File: src/hw/rtl/gwch_pkg.sv
// Package for the gift-wrap convex hull block: payload types, sequencer states,
// the word field and point ordering functions and the default store depth.
// No dependencies.
package gwch_pkg;

  localparam int MAX_POINTS_DEF = 64;
  localparam int COORD_W        = 16;
  localparam int WORD_W         = 2 * COORD_W;

  typedef logic [WORD_W-1:0] point_word_t;

  typedef struct packed {
    logic signed [COORD_W-1:0] point_x;
    logic signed [COORD_W-1:0] point_y;
    logic                      is_final;
  } in_t;

  typedef struct packed {
    logic signed [COORD_W-1:0] hull_x;
    logic signed [COORD_W-1:0] hull_y;
    logic                      end_of_hull;
  } out_t;

  typedef enum logic [3:0] {
    ST_IDLE,
    ST_FS_RD,
    ST_FS_CMP,
    ST_SMALL_A,
    ST_SMALL_B,
    ST_SC_RD,
    ST_SC_LOAD,
    ST_SC_MUL1,
    ST_SC_MUL2,
    ST_SC_CMP,
    ST_EMIT
  } state_t;

  // A stored word keeps x in the low half and y in the high half.
  function automatic logic signed [COORD_W-1:0] word_x(input point_word_t w);
    word_x = w[COORD_W-1:0];
  endfunction

  function automatic logic signed [COORD_W-1:0] word_y(input point_word_t w);
    word_y = w[WORD_W-1:COORD_W];
  endfunction

  // True when point a sorts before point b: by x first, then by y.
  function automatic logic point_before(input point_word_t a, input point_word_t b);
    if (word_x(a) != word_x(b)) begin
      point_before = word_x(a) < word_x(b);
    end else begin
      point_before = word_y(a) < word_y(b);
    end
  endfunction

endpackage

File: src/hw/rtl/gwch_ram.sv
// Generic single-write, single-read RAM with a registered read port.
// No dependencies.
module gwch_ram #(
  parameter int WIDTH = 32,
  parameter int DEPTH = 64
) (
  input  logic                     clk,
  input  logic                     we,
  input  logic [$clog2(DEPTH)-1:0] waddr,
  input  logic [WIDTH-1:0]         wdata,
  input  logic                     re,
  input  logic [$clog2(DEPTH)-1:0] raddr,
  output logic [WIDTH-1:0]         rdata
);

  logic [WIDTH-1:0] mem_r [DEPTH];

  always_ff @(posedge clk) begin
    if (we) begin
      mem_r[waddr] <= wdata;
    end
    if (re) begin
      rdata <= mem_r[raddr];
    end
  end

endmodule

File: src/hw/rtl/gift_wrap_convex_hull_top.sv
// Gift-wrap (Jarvis march) convex hull over a set of signed 16-bit points.
// Depends on gwch_pkg and on gwch_ram for the point store.
//
// Points come in one word per accepted start, and each is written to the point
// store as it comes, so loading runs at one point per clock while busy stays low.
// Up to MAX_POINTS points are kept; further points of the same set are dropped.
// The word marked is_final is stored as well if there is room, and starts the
// hull: busy rises and stays high until the last hull point is out. The block
// first walks the store to find the start point (least x, then least y),
// reading and then comparing each point in turn. Sets of one or two points
// then go out sorted. Larger sets are wrapped: for each hull point the whole
// store is scanned once through the single read port, and every candidate that
// has to be weighed against the current best one goes through the one shared
// 17 x 17 multiplier twice for the cross product. A point that is skipped or
// taken as the first candidate is read and loaded; a compared point is read,
// loaded, multiplied twice and compared; each hull point is then handed out.
// Collinear candidates are settled by the L1 length of their offsets, which needs
// no multiply. Hull points go out in clockwise order, each on out_data for
// exactly one cycle with out_valid high; the receiver cannot stall them, so it
// must take every word in the cycle that it appears. The last word of a set has
// end_of_hull set, and busy is already low in that cycle.
module gift_wrap_convex_hull_top #(
  parameter int MAX_POINTS = gwch_pkg::MAX_POINTS_DEF
) (
  input  logic          clk,
  input  logic          rst_n,
  input  logic          start,
  output logic          busy,
  input  gwch_pkg::in_t in_data,
  output logic          out_valid,
  output gwch_pkg::out_t out_data
);

  import gwch_pkg::*;

  localparam int AW = $clog2(MAX_POINTS);
  localparam int CW = $clog2(MAX_POINTS + 1);
  localparam int DW = COORD_W + 1;

  // Sequencer and counters.
  state_t                state_r, state_nxt;
  logic [CW-1:0]         count_r;
  logic [CW-1:0]         n_r;
  logic [CW-1:0]         k_r;
  logic [AW-1:0]         idx_r;
  logic                  have_r;

  // Point words and offsets.
  point_word_t           start_w_r;
  point_word_t           cur_w_r;
  point_word_t           cand_w_r;
  point_word_t           w_r;
  logic signed [DW-1:0]  ax_r, ay_r, bx_r, by_r;
  logic signed [2*DW-1:0] prod1_r, prod2_r;

  // Output register.
  logic                  out_valid_r, out_valid_nxt;
  out_t                  out_data_r, out_data_nxt;

  // Store port.
  logic                  ram_we, ram_re;
  point_word_t           ram_wdata, ram_rdata;

  logic                  accept, store_room, idx_last, emit_done, cand_better;
  logic [CW-1:0]         n_load;
  point_word_t           start_new;
  logic signed [DW-1:0]  rd_dx, rd_dy, mul_a, mul_b;
  logic signed [2*DW-1:0] mul_p;
  logic [DW-1:0]         abs_ax, abs_ay, abs_bx, abs_by;
  logic [DW:0]           l1_a, l1_b;

  gwch_ram #(
    .WIDTH(WORD_W),
    .DEPTH(MAX_POINTS)
  ) u_store (
    .clk  (clk),
    .we   (ram_we),
    .waddr(count_r[AW-1:0]),
    .wdata(ram_wdata),
    .re   (ram_re),
    .raddr(idx_r),
    .rdata(ram_rdata)
  );

  assign busy       = (state_r != ST_IDLE);
  assign accept     = start && !busy;
  assign store_room = (count_r < CW'(MAX_POINTS));
  assign n_load     = store_room ? count_r + CW'(1) : count_r;
  assign ram_we     = accept && store_room;
  assign ram_wdata  = {in_data.point_y, in_data.point_x};
  assign idx_last   = ((CW'(idx_r) + CW'(1)) == n_r);

  // The start point is the least one by x, then y.
  assign start_new = ((idx_r == '0) || point_before(ram_rdata, start_w_r)) ?
                     ram_rdata : start_w_r;

  // Offsets of the word just read from the current hull point.
  assign rd_dx = DW'(word_x(ram_rdata)) - DW'(word_x(cur_w_r));
  assign rd_dy = DW'(word_y(ram_rdata)) - DW'(word_y(cur_w_r));

  // The shared multiplier forms ax*by, then ay*bx.
  assign mul_a = (state_r == ST_SC_MUL1) ? ax_r : ay_r;
  assign mul_b = (state_r == ST_SC_MUL1) ? by_r : bx_r;
  assign mul_p = mul_a * mul_b;

  // For collinear offsets, the L1 length orders them as the Euclidean one does.
  assign abs_ax = ax_r[DW-1] ? DW'(-ax_r) : DW'(ax_r);
  assign abs_ay = ay_r[DW-1] ? DW'(-ay_r) : DW'(ay_r);
  assign abs_bx = bx_r[DW-1] ? DW'(-bx_r) : DW'(bx_r);
  assign abs_by = by_r[DW-1] ? DW'(-by_r) : DW'(by_r);
  assign l1_a   = {1'b0, abs_ax} + {1'b0, abs_ay};
  assign l1_b   = {1'b0, abs_bx} + {1'b0, abs_by};

  // The cross product is negative when ax*by < ay*bx.
  assign cand_better = (prod1_r < prod2_r) || ((prod1_r == prod2_r) && (l1_a > l1_b));

  assign emit_done = !have_r || (cand_w_r == start_w_r) ||
                     ((k_r + CW'(1)) >= CW'(MAX_POINTS));

  // Next state.
  always_comb begin
    state_nxt = state_r;
    unique case (state_r)
      ST_IDLE: begin
        if (accept && in_data.is_final) begin
          state_nxt = ST_FS_RD;
        end
      end
      ST_FS_RD: begin
        state_nxt = ST_FS_CMP;
      end
      ST_FS_CMP: begin
        if (!idx_last) begin
          state_nxt = ST_FS_RD;
        end else if (n_r <= CW'(2)) begin
          state_nxt = ST_SMALL_A;
        end else begin
          state_nxt = ST_SC_RD;
        end
      end
      ST_SMALL_A: begin
        state_nxt = (n_r == CW'(2)) ? ST_SMALL_B : ST_IDLE;
      end
      ST_SMALL_B: begin
        state_nxt = ST_IDLE;
      end
      ST_SC_RD: begin
        state_nxt = ST_SC_LOAD;
      end
      ST_SC_LOAD: begin
        if ((ram_rdata != cur_w_r) && have_r) begin
          state_nxt = ST_SC_MUL1;
        end else begin
          state_nxt = idx_last ? ST_EMIT : ST_SC_RD;
        end
      end
      ST_SC_MUL1: begin
        state_nxt = ST_SC_MUL2;
      end
      ST_SC_MUL2: begin
        state_nxt = ST_SC_CMP;
      end
      ST_SC_CMP: begin
        state_nxt = idx_last ? ST_EMIT : ST_SC_RD;
      end
      ST_EMIT: begin
        state_nxt = emit_done ? ST_IDLE : ST_SC_RD;
      end
      default: begin
        state_nxt = ST_IDLE;
      end
    endcase
  end

  // Outputs of the sequencer: store reads and result words.
  always_comb begin
    ram_re        = 1'b0;
    out_valid_nxt = 1'b0;
    out_data_nxt  = '0;
    unique case (state_r)
      ST_FS_RD, ST_SC_RD: begin
        ram_re = 1'b1;
      end
      ST_SMALL_A: begin
        out_valid_nxt            = 1'b1;
        out_data_nxt.hull_x      = word_x(start_w_r);
        out_data_nxt.hull_y      = word_y(start_w_r);
        out_data_nxt.end_of_hull = (n_r != CW'(2));
      end
      ST_SMALL_B: begin
        out_valid_nxt            = 1'b1;
        out_data_nxt.hull_x      = word_x(cand_w_r);
        out_data_nxt.hull_y      = word_y(cand_w_r);
        out_data_nxt.end_of_hull = 1'b1;
      end
      ST_EMIT: begin
        out_valid_nxt            = 1'b1;
        out_data_nxt.hull_x      = word_x(cur_w_r);
        out_data_nxt.hull_y      = word_y(cur_w_r);
        out_data_nxt.end_of_hull = emit_done;
      end
      default: begin
        ram_re = 1'b0;
      end
    endcase
  end

  // Control registers.
  always_ff @(posedge clk) begin
    if (!rst_n) begin
      state_r     <= ST_IDLE;
      count_r     <= '0;
      n_r         <= '0;
      k_r         <= '0;
      idx_r       <= '0;
      have_r      <= 1'b0;
      out_valid_r <= 1'b0;
    end else begin
      state_r     <= state_nxt;
      out_valid_r <= out_valid_nxt;
      unique case (state_r)
        ST_IDLE: begin
          if (accept) begin
            if (in_data.is_final) begin
              n_r     <= n_load;
              count_r <= '0;
              idx_r   <= '0;
            end else begin
              count_r <= n_load;
            end
          end
        end
        ST_FS_CMP: begin
          if (idx_last) begin
            idx_r  <= '0;
            k_r    <= '0;
            have_r <= 1'b0;
          end else begin
            idx_r <= idx_r + AW'(1);
          end
        end
        ST_SC_LOAD: begin
          if ((ram_rdata != cur_w_r) && !have_r) begin
            have_r <= 1'b1;
          end
          if (((ram_rdata == cur_w_r) || !have_r) && !idx_last) begin
            idx_r <= idx_r + AW'(1);
          end
        end
        ST_SC_CMP: begin
          if (!idx_last) begin
            idx_r <= idx_r + AW'(1);
          end
        end
        ST_EMIT: begin
          idx_r  <= '0;
          have_r <= 1'b0;
          k_r    <= k_r + CW'(1);
        end
        default: begin
          k_r <= k_r;
        end
      endcase
    end
  end

  // Datapath registers.
  always_ff @(posedge clk) begin
    out_data_r <= out_data_nxt;
    unique case (state_r)
      ST_FS_CMP: begin
        start_w_r <= start_new;
        cur_w_r   <= start_new;
        // For a two-point set the other point is kept as the candidate.
        if (idx_r != '0) begin
          cand_w_r <= point_before(ram_rdata, start_w_r) ? start_w_r : ram_rdata;
        end
      end
      ST_SC_LOAD: begin
        w_r  <= ram_rdata;
        ax_r <= rd_dx;
        ay_r <= rd_dy;
        if ((ram_rdata != cur_w_r) && !have_r) begin
          cand_w_r <= ram_rdata;
          bx_r     <= rd_dx;
          by_r     <= rd_dy;
        end
      end
      ST_SC_MUL1: begin
        prod1_r <= mul_p;
      end
      ST_SC_MUL2: begin
        prod2_r <= mul_p;
      end
      ST_SC_CMP: begin
        if (cand_better) begin
          cand_w_r <= w_r;
          bx_r     <= ax_r;
          by_r     <= ay_r;
        end
      end
      ST_EMIT: begin
        cur_w_r <= cand_w_r;
      end
      default: begin
        w_r <= w_r;
      end
    endcase
  end

  assign out_valid = out_valid_r;
  assign out_data  = out_data_r;

  // A result word only ever follows one of the emitting states.
  a_out_from_emit: assert property (@(posedge clk) disable iff (!rst_n)
    out_valid_r |-> ($past(state_r) == ST_EMIT || $past(state_r) == ST_SMALL_A ||
                     $past(state_r) == ST_SMALL_B))
    else $error("result word without an emitting state");

  // A final word always starts a hull computation.
  a_final_starts: assert property (@(posedge clk) disable iff (!rst_n)
    (start && !busy && in_data.is_final) |=> busy)
    else $error("final word did not start the hull");

  // The last word of a set leaves the block ready for the next set.
  a_end_idle: assert property (@(posedge clk) disable iff (!rst_n)
    (out_valid_r && out_data_r.end_of_hull) |-> !busy)
    else $error("block still busy after the last hull word");

  // The store never holds more than its depth, and the walk stays bounded.
  a_count_bound: assert property (@(posedge clk) disable iff (!rst_n)
    (count_r <= CW'(MAX_POINTS)) && (k_r <= CW'(MAX_POINTS)))
    else $error("point count or hull length out of range");

endmodule

File: config.mk
export PLATFORM = sky130hd
export DESIGN_NAME = gift_wrap_convex_hull_top
export DESIGN_NICKNAME = d
export VERILOG_FILES = /design/src/hw/rtl/gwch_pkg.sv /design/src/hw/rtl/gwch_ram.sv /design/src/hw/rtl/gift_wrap_convex_hull_top.sv
export SDC_FILE = /design/constraint.sdc
export NUM_CORES = 2
export LEC_CHECK = 0
export BUFFER_PORTS_ARGS = -buffer_cell sky130_fd_sc_hd__buf_2
export CORE_ASPECT_RATIO = 0.8
export CORE_UTILIZATION = 40
export DETAILED_ROUTE_END_ITERATION = 6
export PLACE_DENSITY = 0.53
export SLEW_MARGIN = 20
export SYNTH_ARGS = -nofsm -noshare
export SYNTH_HDL_FRONTEND = slang
export SYNTH_SLANG_ARGS = --single-unit
File: constraint.sdc
create_clock -name clk -period 7.8 [get_ports clk]
set_clock_uncertainty 0.15 [all_clocks]
set_input_delay 0.39 -clock clk [delete_from_list [all_inputs] [get_ports clk]]
set_output_delay 0.39 -clock clk [all_outputs]
set_load 0.03 [all_outputs]
# --- After elaboration in Yosys (flattened, before gate mapping) ---
# Memories as Yosys holds them, arrays and structs flattened. A register that Yosys moved wholly into a read port is not among the register bits.
# Cells that the tools add are included.
totals:
  ff_bits: 330
  inputBits: 36
  rom_bits: 0
  ram_bits: 2048
  word_cells: 149
  n_memories: 1
  out_inout_bits: 35
  latchBits: 0
mem_list:
  columns: ["name", "depth", "width", "read_ports", "rd_ports_with_merged_regs", "write_ports", "line_no", "source"]
  rows:
  - ["u_store.mem_r", 64, 32, 1, 1, 1, "gwch_ram.sv:16", "logic [WIDTH-1:0] mem_r [DEPTH];"]
op_classes:
  n_bitwise: 0
  n_eq_ne: 27
  shifts: 0
  order_cmp: 7
  n_reduce_logical: 33
  n_mul: 1
  add_sub_neg: 12
  n_mux: 48
  div: 0
op_table:
  columns: ["op", "count"]
  rows:
  - ["17-bit two-way mux", 10]
  - ["32-bit two-way mux", 5]
  - ["33-bit one-hot mux with 3 select lines", 1]
  - ["32-bit one-hot mux with 3 select lines", 1]
  - ["17-bit negation", 4]
  - ["17-bit one-hot mux with 2 select lines", 2]
  - ["32-bit equality test", 2]
  - ["32-bit one-hot mux with 2 select lines", 1]
  - ["4-bit one-hot mux with 10 select lines", 1]
  - ["17-bit by 17-bit adder with 18-bit output", 2]
  - ["34-bit equality test", 1]
  - ["34-bit < comparator", 1]
  - ["17-bit by 17-bit multiplier with 34-bit output", 1]
  - ["16-bit by 16-bit subtractor with 17-bit output", 2]
  - ["16-bit < comparator", 2]
  - ["32-bit inequality test", 1]
  - ["6-bit two-way mux", 5]
  - ["6-bit one-hot mux with 5 select lines", 1]
  - ["7-bit two-way mux", 3]
  - ["18-bit greater-than comparator", 1]
  - ["2-bit inequality test, second input constant", 9]
  - ["4-bit by 3-bit equality test with 1-bit output, second input constant", 4]
  - ["16-bit inequality test", 1]
  - ["7-bit by 1-bit adder with 7-bit output, second input constant", 2]
  - ["32 further kinds", 65]

# --- Depth between registers and ports, before layout ---
depth:
  ltp_word: 8
  mapped_depth: 30
  depth_no_buf: 29

# --- Cells and area by module ---
# From an unflattened synthesis, not the netlist that was laid out.
unflattened:
  cells_unflattened: 6517
  hier_area_um2: 109511.3
modules_own_cells:
  columns: ["mod", "instances", "seq_area_each_um2", "cells_each", "area_each_um2"]
  rows:
  - ["gwch_ram", 1, 62459.9, 3324, 78835.6]
  - ["gift_wrap_convex_hull_top", 1, 9248.9, 3193, 30675.7]

# --- Worst setup path before layout ---
# Ideal clock, no wire load.
synth_timing:
  kind: "register to register"
  start: "register state_r[1]"
  end: "register prod1_r[33] (data pin)"
  period_less_slack_ns: 7.829
  setup_ns: 0.264
  arrival_ns: 7.414
  required_time_ns: 7.386
  path_stages_with_launch: 29
  setup_slack_ns: -0.029
  path_buffers: 2
  path_cell_list: "dfxtp_1 -> clkbuf_1 -> nand3_1 -> inv_1 -> clkbuf_1 -> nand2_1 -> nand2_1 -> nand2_1 -> fa_1 -> fa_1 -> inv_1 -> fa_1 -> inv_1 -> fa_1 -> inv_1 -> fa_1 -> inv_1 -> fa_1 -> inv_1 -> ha_1 -> nand3_1 -> nor4_1 -> nor2_1 -> o211ai_1 -> a21oi_1 -> o21ai_0 -> a21oi_1 -> o21ai_0 -> xnor2_1"
synth_via:
  elab_chain_len: 3
  elab_cells_between_ends: 4
  cone_classes: "1 x mul; 1 x eq/ne; 2 x mux"
synth_lines:
  columns: ["item", "line_no", "source"]
  rows:
  - ["from (decl)", "gift_wrap_convex_hull_top.sv:41", "state_t state_r, state_nxt;"]
  - ["from (signal assigned)", "gift_wrap_convex_hull_top.sv:219", "state_r <= state_nxt;"]
  - ["4-bit by 3-bit equality test with 1-bit output (*)", "gift_wrap_convex_hull_top.sv:102, gift_wrap_convex_hull_top.sv:103", null]
  - ["17-bit two-way mux, on equally long branches", "gift_wrap_convex_hull_top.sv:102, gift_wrap_convex_hull_top.sv:103", null]
  - ["17-bit by 17-bit multiplier with 34-bit output (*)", "gift_wrap_convex_hull_top.sv:104", "assign mul_p = mul_a * mul_b;"]
  - ["named net mul_p[33]", "gift_wrap_convex_hull_top.sv:68", "logic signed [2*DW-1:0] mul_p;"]
  - ["to (signal assigned)", "gift_wrap_convex_hull_top.sv:290", "prod1_r <= mul_p;"]
  - ["to (decl)", "gift_wrap_convex_hull_top.sv:54", "logic signed [2*DW-1:0] prod1_r, prod2_r;"]
# Mark *: on every way through the listed nets, which the timed path passes. The rest lies on a longest branch.
# A chain may end at the register's enable or synchronous reset.

# --- Worst setup path after layout ---
layout_timing:
  start: "register state_r[2]"
  end: "register prod1_r[33] (data pin)"
# Same word-level chain as after synthesis.

==> summary.md <==
The count of nets left with antenna violations once routing finished came out at 0. The number of vias per cell works out to 5.665. Net switching component of the power: 5.460 mW. The logs give 0 for the count of pins over their slew limit and 0.92 ns for the clock latency on the worst-skew pair.

The maximum vdd drop was 0.1891 mV; the worst-case register-to-register setup slack was 0.32 ns. Main flop type after synthesis: sky130_fd_sc_hd__edfxtp_1. Cell depth of the worst min-delay path: 2.

In the synthesized netlist, the cells that appear most often are sky130_fd_sc_hd__edfxtp_1, sky130_fd_sc_hd__mux4_2, sky130_fd_sc_hd__inv_1. After synthesis, the cell types taking the most area are sky130_fd_sc_hd__edfxtp_1, sky130_fd_sc_hd__mux4_2, sky130_fd_sc_hd__fa_1. The worst setup path is of the flip-flop to flip-flop kind. After the first detailed-routing iteration, the DRC count stood at 6819. The layout overhead on the synthesized area came out at 13.04%.

Among all cell types in the netlist, the one instantiated most often is sky130_fd_sc_hd__edfxtp_1. First-pass GRT wire length: 434.5 mm. The cell count after synthesis came out at 6133. The pin slew with the least headroom to its limit came out at 1.065 ns.

In this run the cell area of the synthesized design comes to 0.1091 mm². In this run the critical register-to-register path is captured at prod1_r[33]. The CTS buffer count came out at 244.

The tools report the CTS root buffer as sky130_fd_sc_hd__clkbuf_16. The checks that failed: DRC. The run gives 0.4546 as the final design utilization. The count of TritonRoute iterations in the first routing pass is 7. The cell depth of the worst flop-to-flop path came out at 27. The tools report the number of distinct standard cells referenced by the synthesized netlist as 75.

The leading area contributor after synthesis is sky130_fd_sc_hd__edfxtp_1. Total routed wirelength: 304.4 mm. The tools report the final total negative setup slack as 0 ns.

The worst setup path is launched from a flip-flop. The worst hold path belongs to the class input port to flip-flop. For this run, the top clock speed supported by timing is 133.7 MHz. For this design, the slowest cell found on the critical path is sky130_fd_sc_hd__mux2i_2.

For the placement-stage cell area, the log shows 0.1154 mm². Startpoint of the most critical hold path: in_data[3]. The tools report the source of the worst register-to-register timing path as state_r[2]. Proportion of synthesized flip-flops having asynchronous set or reset: 0. Counting tap cells, the placed design contains a total of 9793 instances. TritonCTS built the clock tree.

The logs give 10270 for the non-filler instance count after layout and 171 for the number of placement rows. The ratio of cells with drive above 1 in the final layout is 0.2193. For this design the ratio of total power to cell area is 214.7 mW/mm².

Setup repair after global routing left no endpoint under its margin. The initial cell density of the core was 0.4022; the count of port buffers added during placement was 70. The number of buffers and inverters on the critical path is 7. Among cell families on the critical path, the largest total delay comes from adder cells.

The worst path meets setup with 0.3216 ns of slack. The width of the die works out to 585.9 µm. The total of warnings raised by yosys was 0; the static leakage was 41.48 nW. Tracing the worst setup path back leads to its startpoint at state_r[2].

Setup violations remaining at the end of the flow were counted as 0. The total number of vias is 58180, and the global routing usage summed across all routing layers is 0.2227. The logs give 0.2500 ns for the placement-stage worst setup slack and 0.8825 for the last weighted congestion value of the routability-driven placer. The type of destination of the critical path is a flip-flop.

The die is 469.1 µm tall. STA puts the critical path data arrival time at 7.94 ns. The worst hold-check slack is 0.04968 ns. The switching part of the total power was 0.2062; the internal portion of total power was 21.02 mW. The run gives 0.2901 as the worst slew margin relative to its limit.

The detailed-route wire length per cell was 29.64 µm. The post-route minimum period was 7.478 ns. The cell area after layout was 0.1233 mm².

The final layout contains 7005 nets. The flow ran to the end, but the final reports show violations. The highest net fanout along the worst path is 68, and the detailed-placement wirelength estimate is 182.1 mm. The final worst-path cycle share works out to 0.9588. The core region is 0.2713 mm².

The total design power was 26.48 mW. Counting every sink on the clock net gives 2410. Across the run, the number of max-cap violations was 0. The tools report the power share of the sequential group as 0.540. For this run the aggregate overflow at the end of global routing stands at 0. The register bit count reported by yosys came out at 2410. The endpoint required time on the critical path is 8.26 ns. The sequential element share of the synthesized area came out at 0.6572. Clock-pin slew was measured on the worst setup and hold paths at 0.06 ns. The longest individual stage delay on the worst path came out at 0.75 ns. Among the stages of the critical path, the cell type that occurs most often is sky130_fd_sc_hd__fa_1.

The fraction of post-synthesis cell area in the top cell type by area works out to 0.6451. For this design the top-level I/O count stands at 71. After filler insertion, the fill cell instance count of the layout stands at 23480. The part of the power in the clock network was 0.437. For hold timing, the worst endpoint is u_store.mem_r[45][18]. The via count of the first global-routing pass came out at 58630. In this run the mean area of a mapped cell was 17.79 µm². The logs give 0.024 for the combinational cell fraction of total power and 6711 for the synthesized netlist net count. The largest net degree at the start of global routing was 116. The total count of hold-check failures in the final report was 0. Counting flops with a built-in enable in the synthesized netlist gives 2344. The die covers 0.2749 mm².

The tools report the maximum clock path buffer count as 4. The remaining design rule violation count came out at 1. The initial antenna violation count was 34; the total number of H-tree levels was 4.
## per-layer routing
metal | vias to the layer above | routed length [µm] | global-route usage
li1 | 24390 | - | -
met1 | 31240 | 139400 | 0.3407
met2 | 2234 | 131200 | 0.3218
met3 | 301 | 28220 | 0.05569
met4 | 8 | 5549 | 0.04419
met5 | - | 48 | 0
## kinds of logic (layout without fill, tap and decap cells)
logic type / count (synthesis) / count (layout) / synth area share
fa+ha+maj: 542 / 542 / 0.08280
flops: 2410 / 2410 / 0.6572
simple gates: 922 / 922 / 0.03794
other cells: 0 / 10 / 0
xor+xnor: 189 / 189 / 0.01530
buf+inv: 739 / 1233 / 0.02633
compound gates: 522 / 522 / 0.03252
mux: 809 / 809 / 0.1479
## timing repair
action	CTS	global route
resized for setup	0	2
buffers inserted	0	1
hold endpoints to repair	143	128
endpoints found under the setup margin	0	2
hold buffers	17	2
## registers in the layout, indices dropped and copies added (netlist names), 32 cells and up
| signal | count |
|---|---|
| u_store.mem_r | 2048 |
| prod1_r | 34 |
| prod2_r | 34 |
| out_data | 33 |
| cand_w_r | 32 |
| cur_w_r | 32 |
| start_w_r | 32 |
| u_store.rdata | 32 |
| w_r | 32 |
## worst max path at each step
stage / cells after the start / to
after CTS: 27 / prod1_r[33]
after global routing: 26 / prod1_r[33]
after detailed placement: 26 / prod2_r[33]
final: 27 / prod1_r[33]
after global placement: 25 / prod1_r[33]
after floorplan: 17 / bx_r[0]
## layout by cell type (no fill, tap or decap), types with 23 or more instances in the layout
master                      Yosys  layout
sky130_fd_sc_hd__a21o_1        55      55
sky130_fd_sc_hd__a21oi_1      146     145
sky130_fd_sc_hd__a221o_1       33      33
sky130_fd_sc_hd__a222oi_1      32      32
sky130_fd_sc_hd__and2_1        42      42
sky130_fd_sc_hd__buf_2         61      68
sky130_fd_sc_hd__buf_4          0     210
sky130_fd_sc_hd__bufinv_16      0      23
sky130_fd_sc_hd__clkbuf_1     156      52
sky130_fd_sc_hd__clkbuf_16      0     246
sky130_fd_sc_hd__clkinv_1       0      53
sky130_fd_sc_hd__clkinv_2       0      45
sky130_fd_sc_hd__dfxtp_1       66      60
sky130_fd_sc_hd__edfxtp_1    2344    2344
sky130_fd_sc_hd__fa_1         300     300
sky130_fd_sc_hd__ha_1         242     242
sky130_fd_sc_hd__inv_1        475     473
sky130_fd_sc_hd__mux2_2        79      79
sky130_fd_sc_hd__mux2i_1       93      91
sky130_fd_sc_hd__mux4_2       634     634
sky130_fd_sc_hd__nand2_1      334     334
sky130_fd_sc_hd__nand2b_1      35      35
sky130_fd_sc_hd__nand3_1       26      25
sky130_fd_sc_hd__nand4_1       34      34
sky130_fd_sc_hd__nor2_1       308     242
sky130_fd_sc_hd__nor2_4         0      64
sky130_fd_sc_hd__nor2b_1       30      30
sky130_fd_sc_hd__o21ai_0       84      83
sky130_fd_sc_hd__o22ai_1       25      25
sky130_fd_sc_hd__xnor2_1      163     163
sky130_fd_sc_hd__xor2_1        25      25
## power by group through the flow
stage,combinational (mW),sequential [mW],clock (mW)
2_1_floorplan,0.274,14.5,0
3_3_place_gp,0.600,14.6,0
3_5_place_dp,0.618,14.6,0
4_1_cts,0.628,14.3,11.8
5_1_grt,0.677,14.3,12.3
6_report,0.627,14.3,11.6
## layout make-up
class,instances,area [µm²],area share
inverter,475,1784,0.01447
clock inverter,142,1313,0.01064
antenna,10,25.02,0.0002029
tap,3633,4546,0.03686
timing repair buffer,312,2395,0.01942
clock buffer,304,6434,0.05216
sequential,2410,71730,0.5816
multi-input combinational,2984,35110,0.2847
Power figures use the tool's default switching activity.
